**src/design/asc_pkg.sv**
```systemverilog
package asc_pkg;

    localparam int NUM_WIDTH_DEF = 16;
    localparam int LIMIT_W       = 16;
    localparam logic [LIMIT_W-1:0] LIMIT_RESET = 16'hFFFF;
    localparam int COUNT_W       = 8;
    localparam int SUM_W         = 18;

    typedef struct packed {
        logic load;
        logic init_pass;
        logic div_start;
        logic accumulate;
        logic save_first;
        logic out_load;
        logic amic_check;
    } cmd_t;

    typedef struct packed {
        logic loop_end;
        logic div_done;
        logic div_busy;
        logic amic_try;
        logic out_free;
    } sts_t;

endpackage

```
**src/design/asc_in_if.sv**
```systemverilog
interface asc_in_if #(
    parameter int NUM_WIDTH = asc_pkg::NUM_WIDTH_DEF
);
    logic                 valid;
    logic                 ready;
    logic [NUM_WIDTH-1:0] number;

    modport source (output valid, output number, input ready);
    modport sink   (input valid, input number, output ready);
endinterface

```
**src/design/asc_out_if.sv**
```systemverilog
interface asc_out_if;
    logic                          valid;
    logic                          ready;
    logic [asc_pkg::COUNT_W-1:0]   divisor_count;
    logic [asc_pkg::SUM_W-1:0]     divisor_sum;
    logic                          is_perfect;
    logic                          is_amicable;

    modport source (output valid, output divisor_count, output divisor_sum,
                    output is_perfect, output is_amicable, input ready);
    modport sink   (input valid, input divisor_count, input divisor_sum,
                    input is_perfect, input is_amicable, output ready);
endinterface

```
**src/design/aliquot_sum_classifier.sv**
```systemverilog
// Channel  Dir  Payload                                                Handshake
// in_ch    in   number                                                 valid/ready
// out_ch   out  divisor_count, divisor_sum, is_perfect, is_amicable    valid/ready
// cfg      in   cfg_wdata (upper_limit)                                cfg_we
//
// One request at a time. W = max(NUM_WIDTH, 16). A pass over a value m tries each
// divisor d from 1 up to floor(sqrt(m)) with the bit-serial divider (one quotient
// bit per cycle); a request takes one pass over n, plus one over its divisor sum
// when the amicable test applies, besides accepting and loading the request.
// Reset restores upper_limit to 65535 and empties the output register.
// A waiting result does not stall the next request: in_ch is ready whenever
// the engine is free, and only the final result load waits for out_ch.
module aliquot_sum_classifier #(
    parameter int NUM_WIDTH = asc_pkg::NUM_WIDTH_DEF
) (
    input  logic                        clk,
    input  logic                        rst_n,
    input  logic                        cfg_we,
    input  logic [asc_pkg::LIMIT_W-1:0] cfg_wdata,
    asc_in_if.sink                      in_ch,
    asc_out_if.source                   out_ch
);

    asc_pkg::cmd_t cmd;
    asc_pkg::sts_t sts;

    asc_ctrl u_ctrl (
        .clk      (clk),
        .rst_n    (rst_n),
        .in_valid (in_ch.valid),
        .in_ready (in_ch.ready),
        .sts      (sts),
        .cmd      (cmd)
    );

    asc_datapath #(
        .NUM_WIDTH (NUM_WIDTH)
    ) u_datapath (
        .clk          (clk),
        .rst_n        (rst_n),
        .cfg_we       (cfg_we),
        .cfg_wdata    (cfg_wdata),
        .in_number    (in_ch.number),
        .cmd          (cmd),
        .sts          (sts),
        .out_ready    (out_ch.ready),
        .out_valid    (out_ch.valid),
        .out_count    (out_ch.divisor_count),
        .out_sum      (out_ch.divisor_sum),
        .out_perfect  (out_ch.is_perfect),
        .out_amicable (out_ch.is_amicable)
    );

endmodule

```
**src/design/asc_div.sv**
```systemverilog
module asc_div #(
    parameter int OP_W = 16
) (
    input  logic            clk,
    input  logic            rst_n,
    input  logic            start,
    input  logic [OP_W-1:0] dividend,
    input  logic [OP_W-1:0] divisor,
    output logic [OP_W-1:0] quotient,
    output logic [OP_W-1:0] remainder,
    output logic            busy,
    output logic            done
);

    localparam int STEP_W = $clog2(OP_W);

    logic [OP_W-1:0]   rem_reg, rem_next;
    logic [OP_W-1:0]   quo_reg, quo_next;
    logic [OP_W-1:0]   dvs_reg, dvs_next;
    logic [STEP_W-1:0] step_reg, step_next;
    logic              busy_reg, busy_next;
    logic              done_reg, done_next;
    logic [OP_W:0]     shifted;
    logic [OP_W:0]     diff;

    assign shifted = {rem_reg, quo_reg[OP_W-1]};
    assign diff    = shifted - {1'b0, dvs_reg};

    always_comb
    begin
        rem_next  = rem_reg;
        quo_next  = quo_reg;
        dvs_next  = dvs_reg;
        step_next = step_reg;
        busy_next = busy_reg;
        done_next = 1'b0;
        if (start)
        begin
            rem_next  = '0;
            quo_next  = dividend;
            dvs_next  = divisor;
            step_next = '0;
            busy_next = 1'b1;
        end
        else if (busy_reg)
        begin
            if (!diff[OP_W])
            begin
                rem_next = diff[OP_W-1:0];
                quo_next = {quo_reg[OP_W-2:0], 1'b1};
            end
            else
            begin
                rem_next = shifted[OP_W-1:0];
                quo_next = {quo_reg[OP_W-2:0], 1'b0};
            end
            step_next = step_reg + STEP_W'(1);
            if (step_reg == STEP_W'(OP_W - 1))
            begin
                busy_next = 1'b0;
                done_next = 1'b1;
            end
        end
    end

    always_ff @(posedge clk or negedge rst_n)
    begin
        if (!rst_n)
        begin
            busy_reg <= 1'b0;
            done_reg <= 1'b0;
            step_reg <= '0;
        end
        else
        begin
            busy_reg <= busy_next;
            done_reg <= done_next;
            step_reg <= step_next;
        end
    end

    always_ff @(posedge clk)
    begin
        rem_reg <= rem_next;
        quo_reg <= quo_next;
        dvs_reg <= dvs_next;
    end

    assign quotient  = quo_reg;
    assign remainder = rem_reg;
    assign busy      = busy_reg;
    assign done      = done_reg;

endmodule

```
**src/design/asc_datapath.sv**
```systemverilog
module asc_datapath #(
    parameter int NUM_WIDTH = asc_pkg::NUM_WIDTH_DEF
) (
    input  logic                        clk,
    input  logic                        rst_n,
    input  logic                        cfg_we,
    input  logic [asc_pkg::LIMIT_W-1:0] cfg_wdata,
    input  logic [NUM_WIDTH-1:0]        in_number,
    input  asc_pkg::cmd_t               cmd,
    output asc_pkg::sts_t               sts,
    input  logic                        out_ready,
    output logic                        out_valid,
    output logic [asc_pkg::COUNT_W-1:0] out_count,
    output logic [asc_pkg::SUM_W-1:0]   out_sum,
    output logic                        out_perfect,
    output logic                        out_amicable
);

    localparam int OP_W  = (NUM_WIDTH > asc_pkg::LIMIT_W) ? NUM_WIDTH : asc_pkg::LIMIT_W;
    localparam int SQ_W  = OP_W + 1;
    localparam int ACC_W = OP_W + 3;

    logic [asc_pkg::LIMIT_W-1:0] limit_reg;
    logic [OP_W-1:0]             n_reg, m_reg, d_reg;
    logic [SQ_W-1:0]             sq_reg;
    logic [ACC_W-1:0]            sum_reg, s1_reg;
    logic [OP_W-1:0]             cnt_reg, c1_reg;
    logic                        out_valid_reg, out_valid_next;
    logic [asc_pkg::COUNT_W-1:0] count_reg;
    logic [asc_pkg::SUM_W-1:0]   osum_reg;
    logic                        perfect_reg, amicable_reg;

    logic [OP_W-1:0]  div_q, div_r;
    logic             div_busy, div_done;
    logic             hit_low, hit_high;
    logic [ACC_W-1:0] add_low, add_high;

    asc_div #(
        .OP_W (OP_W)
    ) u_div (
        .clk       (clk),
        .rst_n     (rst_n),
        .start     (cmd.div_start),
        .dividend  (m_reg),
        .divisor   (d_reg),
        .quotient  (div_q),
        .remainder (div_r),
        .busy      (div_busy),
        .done      (div_done)
    );

    assign hit_low  = (div_r == '0);
    assign hit_high = hit_low && (div_q != d_reg) && (div_q != m_reg);
    assign add_low  = hit_low  ? ACC_W'(d_reg) : '0;
    assign add_high = hit_high ? ACC_W'(div_q) : '0;

    assign sts.loop_end = (SQ_W'(m_reg) < sq_reg) || (m_reg < OP_W'(2));
    assign sts.div_done = div_done;
    assign sts.div_busy = div_busy;
    assign sts.amic_try = (ACC_W'(n_reg) < sum_reg) && (sum_reg <= ACC_W'(limit_reg));
    assign sts.out_free = !out_valid_reg || out_ready;

    always_ff @(posedge clk or negedge rst_n)
    begin
        if (!rst_n)
        begin
            limit_reg <= asc_pkg::LIMIT_RESET;
        end
        else if (cfg_we)
        begin
            limit_reg <= cfg_wdata;
        end
    end

    always_ff @(posedge clk)
    begin
        if (cmd.load)
        begin
            n_reg <= OP_W'(in_number);
            m_reg <= OP_W'(in_number);
        end
        if (cmd.init_pass)
        begin
            d_reg   <= OP_W'(1);
            sq_reg  <= SQ_W'(1);
            sum_reg <= '0;
            cnt_reg <= '0;
        end
        if (cmd.accumulate)
        begin
            sum_reg <= sum_reg + add_low + add_high;
            cnt_reg <= cnt_reg + OP_W'(hit_low) + OP_W'(hit_high);
            d_reg   <= d_reg + OP_W'(1);
            sq_reg  <= sq_reg + {d_reg, 1'b1};
        end
        if (cmd.save_first)
        begin
            s1_reg <= sum_reg;
            c1_reg <= cnt_reg;
            m_reg  <= sum_reg[OP_W-1:0];
        end
        if (cmd.out_load)
        begin
            count_reg    <= (|c1_reg[OP_W-1:asc_pkg::COUNT_W]) ? '1
                                                              : c1_reg[asc_pkg::COUNT_W-1:0];
            osum_reg     <= (|s1_reg[ACC_W-1:asc_pkg::SUM_W]) ? '1
                                                             : s1_reg[asc_pkg::SUM_W-1:0];
            perfect_reg  <= (n_reg != '0) && (s1_reg == ACC_W'(n_reg));
            amicable_reg <= cmd.amic_check && (sum_reg == ACC_W'(n_reg));
        end
    end

    always_comb
    begin
        out_valid_next = out_valid_reg;
        if (cmd.out_load)
        begin
            out_valid_next = 1'b1;
        end
        else if (out_ready)
        begin
            out_valid_next = 1'b0;
        end
    end

    always_ff @(posedge clk or negedge rst_n)
    begin
        if (!rst_n)
        begin
            out_valid_reg <= 1'b0;
        end
        else
        begin
            out_valid_reg <= out_valid_next;
        end
    end

    assign out_valid    = out_valid_reg;
    assign out_count    = count_reg;
    assign out_sum      = osum_reg;
    assign out_perfect  = perfect_reg;
    assign out_amicable = amicable_reg;

endmodule

```
**src/design/asc_ctrl.sv**
```systemverilog
module asc_ctrl (
    input  logic          clk,
    input  logic          rst_n,
    input  logic          in_valid,
    output logic          in_ready,
    input  asc_pkg::sts_t sts,
    output asc_pkg::cmd_t cmd
);

    typedef enum logic [6:0] {
        S_IDLE = 7'b0000001,
        S_INIT = 7'b0000010,
        S_TEST = 7'b0000100,
        S_DIV  = 7'b0001000,
        S_ACC  = 7'b0010000,
        S_END  = 7'b0100000,
        S_FIN  = 7'b1000000
    } state_t;

    state_t state_reg, state_next;
    logic   pass2_reg, pass2_next;

    assign in_ready = (state_reg == S_IDLE);

    always_comb
    begin
        state_next = state_reg;
        pass2_next = pass2_reg;
        cmd        = '0;
        unique case (state_reg)
            S_IDLE:
            begin
                if (in_valid)
                begin
                    cmd.load   = 1'b1;
                    pass2_next = 1'b0;
                    state_next = S_INIT;
                end
            end
            S_INIT:
            begin
                cmd.init_pass = 1'b1;
                state_next    = S_TEST;
            end
            S_TEST:
            begin
                if (sts.loop_end)
                begin
                    state_next = S_END;
                end
                else
                begin
                    cmd.div_start = 1'b1;
                    state_next    = S_DIV;
                end
            end
            S_DIV:
            begin
                if (sts.div_done)
                begin
                    state_next = S_ACC;
                end
            end
            S_ACC:
            begin
                cmd.accumulate = 1'b1;
                state_next     = S_TEST;
            end
            S_END:
            begin
                if (pass2_reg)
                begin
                    state_next = S_FIN;
                end
                else
                begin
                    cmd.save_first = 1'b1;
                    if (sts.amic_try)
                    begin
                        pass2_next = 1'b1;
                        state_next = S_INIT;
                    end
                    else
                    begin
                        state_next = S_FIN;
                    end
                end
            end
            S_FIN:
            begin
                if (sts.out_free)
                begin
                    cmd.out_load   = 1'b1;
                    cmd.amic_check = pass2_reg;
                    state_next     = S_IDLE;
                end
            end
            default:
            begin
                state_next = S_IDLE;
            end
        endcase
    end

    always_ff @(posedge clk or negedge rst_n)
    begin
        if (!rst_n)
        begin
            state_reg <= S_IDLE;
            pass2_reg <= 1'b0;
        end
        else
        begin
            state_reg <= state_next;
            pass2_reg <= pass2_next;
        end
    end

    a_start_idle: assert property (@(posedge clk) disable iff (!rst_n)
        cmd.div_start |-> !sts.div_busy)
        else $error("divider started while busy");

    a_load_free: assert property (@(posedge clk) disable iff (!rst_n)
        cmd.out_load |-> sts.out_free)
        else $error("result loaded over a waiting result");

    a_acc_after_done: assert property (@(posedge clk) disable iff (!rst_n)
        cmd.accumulate |-> $past(sts.div_done))
        else $error("accumulate without a finished division");

endmodule

```
**src/flat_wrapper.sv**
```systemverilog
// flat-port wrapper written by rule: the top's interface ports become plain ports
module aliquot_sum_classifier_flat 
#(
    parameter int NUM_WIDTH = asc_pkg::NUM_WIDTH_DEF
)
  (clk, rst_n, cfg_we, cfg_wdata, in_ch_valid, in_ch_number, in_ch_ready, out_ch_valid, out_ch_divisor_count, out_ch_divisor_sum, out_ch_is_perfect, out_ch_is_amicable, out_ch_ready);
  asc_in_if #(.NUM_WIDTH(NUM_WIDTH)) in_ch_i ();
  asc_out_if out_ch_i ();
  input  logic clk;
  input  logic rst_n;
  input  logic cfg_we;
  input  logic [asc_pkg::LIMIT_W-1:0] cfg_wdata;
  input wire logic [$bits(in_ch_i.valid)-1:0] in_ch_valid;
  input wire logic [$bits(in_ch_i.number)-1:0] in_ch_number;
  output wire logic [$bits(in_ch_i.ready)-1:0] in_ch_ready;
  output wire logic [$bits(out_ch_i.valid)-1:0] out_ch_valid;
  output wire logic [$bits(out_ch_i.divisor_count)-1:0] out_ch_divisor_count;
  output wire logic [$bits(out_ch_i.divisor_sum)-1:0] out_ch_divisor_sum;
  output wire logic [$bits(out_ch_i.is_perfect)-1:0] out_ch_is_perfect;
  output wire logic [$bits(out_ch_i.is_amicable)-1:0] out_ch_is_amicable;
  input wire logic [$bits(out_ch_i.ready)-1:0] out_ch_ready;
  assign in_ch_i.valid = in_ch_valid;
  assign in_ch_i.number = in_ch_number;
  assign in_ch_ready = in_ch_i.ready;
  assign out_ch_valid = out_ch_i.valid;
  assign out_ch_divisor_count = out_ch_i.divisor_count;
  assign out_ch_divisor_sum = out_ch_i.divisor_sum;
  assign out_ch_is_perfect = out_ch_i.is_perfect;
  assign out_ch_is_amicable = out_ch_i.is_amicable;
  assign out_ch_i.ready = out_ch_ready;
  aliquot_sum_classifier #(.NUM_WIDTH(NUM_WIDTH)) u_core (.clk(clk), .rst_n(rst_n), .cfg_we(cfg_we), .cfg_wdata(cfg_wdata), .in_ch(in_ch_i), .out_ch(out_ch_i));
endmodule
```
**config.mk**
```make
export PLATFORM = sky130hd
export DESIGN_NAME = aliquot_sum_classifier_flat
export DESIGN_NICKNAME = d
export VERILOG_FILES = /design/src/design/asc_pkg.sv /design/src/design/asc_in_if.sv /design/src/design/asc_out_if.sv /design/src/design/aliquot_sum_classifier.sv /design/src/design/asc_div.sv /design/src/design/asc_datapath.sv /design/src/design/asc_ctrl.sv /design/src/flat_wrapper.sv
export SDC_FILE = /design/constraint.sdc
export NUM_CORES = 1
export LEC_CHECK = 0
export ABC_AREA = 1
export ABC_CLOCK_PERIOD_IN_PS = 5500
export BUFFER_PORTS_ARGS = -buffer_cell sky130_fd_sc_hd__buf_4
export CORE_MARGIN = 2
export CORE_UTILIZATION = 55
export DETAILED_ROUTE_END_ITERATION = 7
export PLACE_DENSITY = 0.79
export SLEW_MARGIN = 20
export SYNTH_ARGS = -nofsm -noshare
export SYNTH_HDL_FRONTEND = slang
export SYNTH_SLANG_ARGS = --single-unit
export TNS_END_PERCENT = 5
```
**constraint.sdc**
```tcl
create_clock -name clk -period 5.5 [get_ports clk]
set_clock_uncertainty 0.1 [all_clocks]
set_input_delay 0.275 -clock clk [delete_from_list [all_inputs] [get_ports clk]]
set_output_delay 0.275 -clock clk [all_outputs]
set_load 0.01 [all_outputs]
```
==> flow_summary.yaml <==
outcome:
  status: "completed"
sta:
  rsz0062_at_grt: "no"
  setup_tns_ps: 0
  worst_pin_slew_ps: 1023
  period_share_pct: 78.25
  whs_ps: 22.13
  period_needed_ps: 4304
  relSlewSlack_pct: 31.38
  max_freq_mhz: 232.3
  setup_viol: 0
  drv_slew: 0
  hold_viol_final: 0
setup_path:
  worstSetupPathType: "reg -> reg"
  path_buf_inv: 0
  start_kind: "register"
  rr_worst_depth: 16
  path_delay_family: "simple AND/OR/NAND/NOR gates"
  critPathCaptureType: "register"
  crit_fanout: 12
  timing.rr.end: "u_core.u_datapath.sum_reg[11]$_SDFFCE_PN0P_"
  rrSetupSlack_ps: 1200
  r2r-start: "u_core.u_datapath.u_div.remainder[0]$_SDFFE_PP0P_"
  slowest_stage: "fa_1"
  cp_cell_sequence: "nor4_1 -> and2_1 -> and2_1 -> nand3_1 -> nor2_1 -> fa_1 -> ha_1 -> fa_1 -> nand3_1 -> nand2_1 -> a21boi_1 -> o21ai_0 -> nand2_1 -> nand2_1 -> nor2_1 -> nor2_1"
  cp.required_ps: 5690
  critical_path.max_stage_delay_ps: 440
  cp.depth: 16
  arrival_ps: 4490
place:
  port_buffers: 66
  hpwl_mm: 27.30
  routabilityCongestion: 0.9782
flow_run:
  maxCapViolCount: 0
logic_synthesis:
  synth_area_um2: 14940
  synth_edf_count: 195
  syn_area_per_cell_um2: 8.670
  ys_ff_latch: 242
  yosys_warnings: 0
  yosysSeqAreaShare_pct: 46.68
  synth_ff_type: "edfxtp_1"
  ys_types: 55
  synthCells: 1723
  syn_nets: 1877
  postSynth.asyncResetShare_pct: 12.81
clocking:
  clk_latency_ps: 530
  cts_tree: "yes"
  cts_root_buffer: "clkbuf_16"
  ctsHoldBuffers: 44
  cts.path.max_buffers: 3
  post_cts_buffers: 0
  htreeDepth: 1
  clock-sinks: 242
  cts_resized: 0
  cts_buffers: 26
  clk_pin_slew_ps: 60
drt:
  via_count: 12300
  ant_nets: 0
  drc: 0
  dr.pass1.iters: 6
  wl_per_cell_um: 17.44
  avgViaCountPerCell: 5.600
  wl_mm: 38.33
  drt_iter0_markers: 1293
final_layout:
  antennaDiodeCount: 0
  drive_above_1_share_pct: 10.67
  postLayoutCoreUtil_pct: 63.50
  layout.nets: 1990
  syn_to_final_growth_pct: 13.92
global_routing:
  grt_pass1_vias: 12120
  antenna_found_initial: 0
  grt_pass1_wl_mm: 61.17
  grt_overflow_total: 0
  grt_max_degree: 46
  grt_util_all_layers_pct: 27.04
power:
  fin_total_pwr_mw: 6.889
  ir_drop_v: 0.0002270
  p_leak_nw: 7.733
  power_density_nw_per_um2: 404.8
die:
  dieHeight_um: 168.8
  ios: 67
  initial_core_util_pct: 55.74
  num_rows: 60
  dieWidth_um: 168.8
  core-area_um2: 26800
  dieArea_um2: 28500
min_path:
  hold_path_end: "u_core.u_datapath.limit_reg[8]$_DFFE_PN1P_"
  hp-class: "in -> reg"
  hold_depth: 3
  hold_start: "cfg_we"
-- worst max-delay path by stage --
stage | end | from
2_1_floorplan | u_core.u_datapath.sum_reg[11]$_SDFFCE_PN0P_ | u_core.u_datapath.d_reg[11]$_SDFFCE_PN0P_
3_3_place_gp | u_core.u_datapath.sum_reg[11]$_SDFFCE_PN0P_ | u_core.u_datapath.u_div.remainder[12]$_SDFFE_PP0P_
3_5_place_dp | u_core.u_datapath.sum_reg[11]$_SDFFCE_PN0P_ | u_core.u_datapath.u_div.remainder[0]$_SDFFE_PP0P_
4_1_cts | u_core.u_datapath.sum_reg[11]$_SDFFCE_PN0P_ | u_core.u_datapath.u_div.remainder[8]$_SDFFE_PP0P_
5_1_grt | u_core.u_datapath.sum_reg[11]$_SDFFCE_PN0P_ | u_core.u_datapath.u_div.remainder[12]$_SDFFE_PP0P_
6_report | u_core.u_datapath.sum_reg[11]$_SDFFCE_PN0P_ | u_core.u_datapath.u_div.remainder[0]$_SDFFE_PP0P_
-- worst min-delay path: stages --
cell	delay [ps]
buf_4	210
nand2_1	80
o21ai_0	80
-- cell families after synthesis --
| kind of cell | Yosys count | share of synthesized area [%] |
|---|---|---|
| compound gates | 227 | 8.368 |
| xor+xnor | 42 | 2.463 |
| fa+ha+maj | 117 | 10.80 |
| buf+inv | 309 | 8.183 |
| flops | 242 | 46.68 |
| mux | 1 | 0.07538 |
| simple gates | 785 | 23.43 |
-- stage by stage --
step	setup WS, ps	instances	instance area, µm²
after floorplan	2035	1723	14940
after global placement	1318	2105	15730
after detailed placement	1264	2105	15730
after CTS	1233	2197	17020
after global routing	808.5	2197	17020
final	1196	2197	17020
-- synthesized netlist by cell type, drive strengths merged (17+ instances only) --
cell type	n	area, µm²
nand2	435	1730
inv	277	1040
edfxtp	195	5856
nor2	142	555.5
nand3	100	525.5
ha	97	1214
a21oi	96	495.5
o21ai	89	445.4
nand4	35	219.0
nor3	28	156.4
xnor2	28	245.2
buf	20	137.6
fa	20	400.4
nor4	19	146.4
dfstp	17	446.7
or2	17	106.4
-- cell usage in the layout, fill, tap and decap left out, types with 28 or more instances in the layout --
| cell | synthesis | routed |
|---|---|---|
| xnor2_1 | 28 | 28 |
| a21oi_1 | 94 | 94 |
| inv_1 | 267 | 264 |
| dlygate4sd3_1 | 0 | 44 |
| nor2_1 | 137 | 136 |
| nand3_1 | 95 | 95 |
| o21ai_0 | 65 | 65 |
| buf_4 | 4 | 72 |
| edfxtp_1 | 195 | 195 |
| ha_1 | 97 | 97 |
| nand2_1 | 406 | 406 |
| nand4_1 | 35 | 35 |
-- area by class of cell --
type / instances / area, µm²
Multi-Input combinational cell: 1172 / 6745
Tap cell: 341 / 426.7
Clock buffer: 34 / 690.7
Fill cell: 2132 / 9783
Clock inverter: 14 / 156.4
Timing Repair Buffer: 116 / 980.9
Sequential cell: 242 / 6973
Inverter: 278 / 1045
-- report_power, final --
group | switching (mW) | internal (mW) | total (mW) | leakage, nW
Combinational | 1.47 | 0.809 | 2.28 | 5.05
Sequential | 0.438 | 2.42 | 2.85 | 2.28
Clock | 0.729 | 1.03 | 1.76 | 0.409
-- layer usage --
| metal | part of all wire, % | wire length, µm | global-route usage, % | vias up |
|---|---|---|---|---|
| met4 | 3.6 | 1382 | 9.445 | 0 |
| met3 | 7.7 | 2958 | 4.115 | 104 |
| met1 | 42 | 16030 | 35.83 | 5778 |
| met2 | 47 | 17950 | 45.55 | 486 |
| met5 | 0 | 0 | 0 | - |
| li1 | - | - | - | 5935 |
Power figures use the tool's default switching activity.
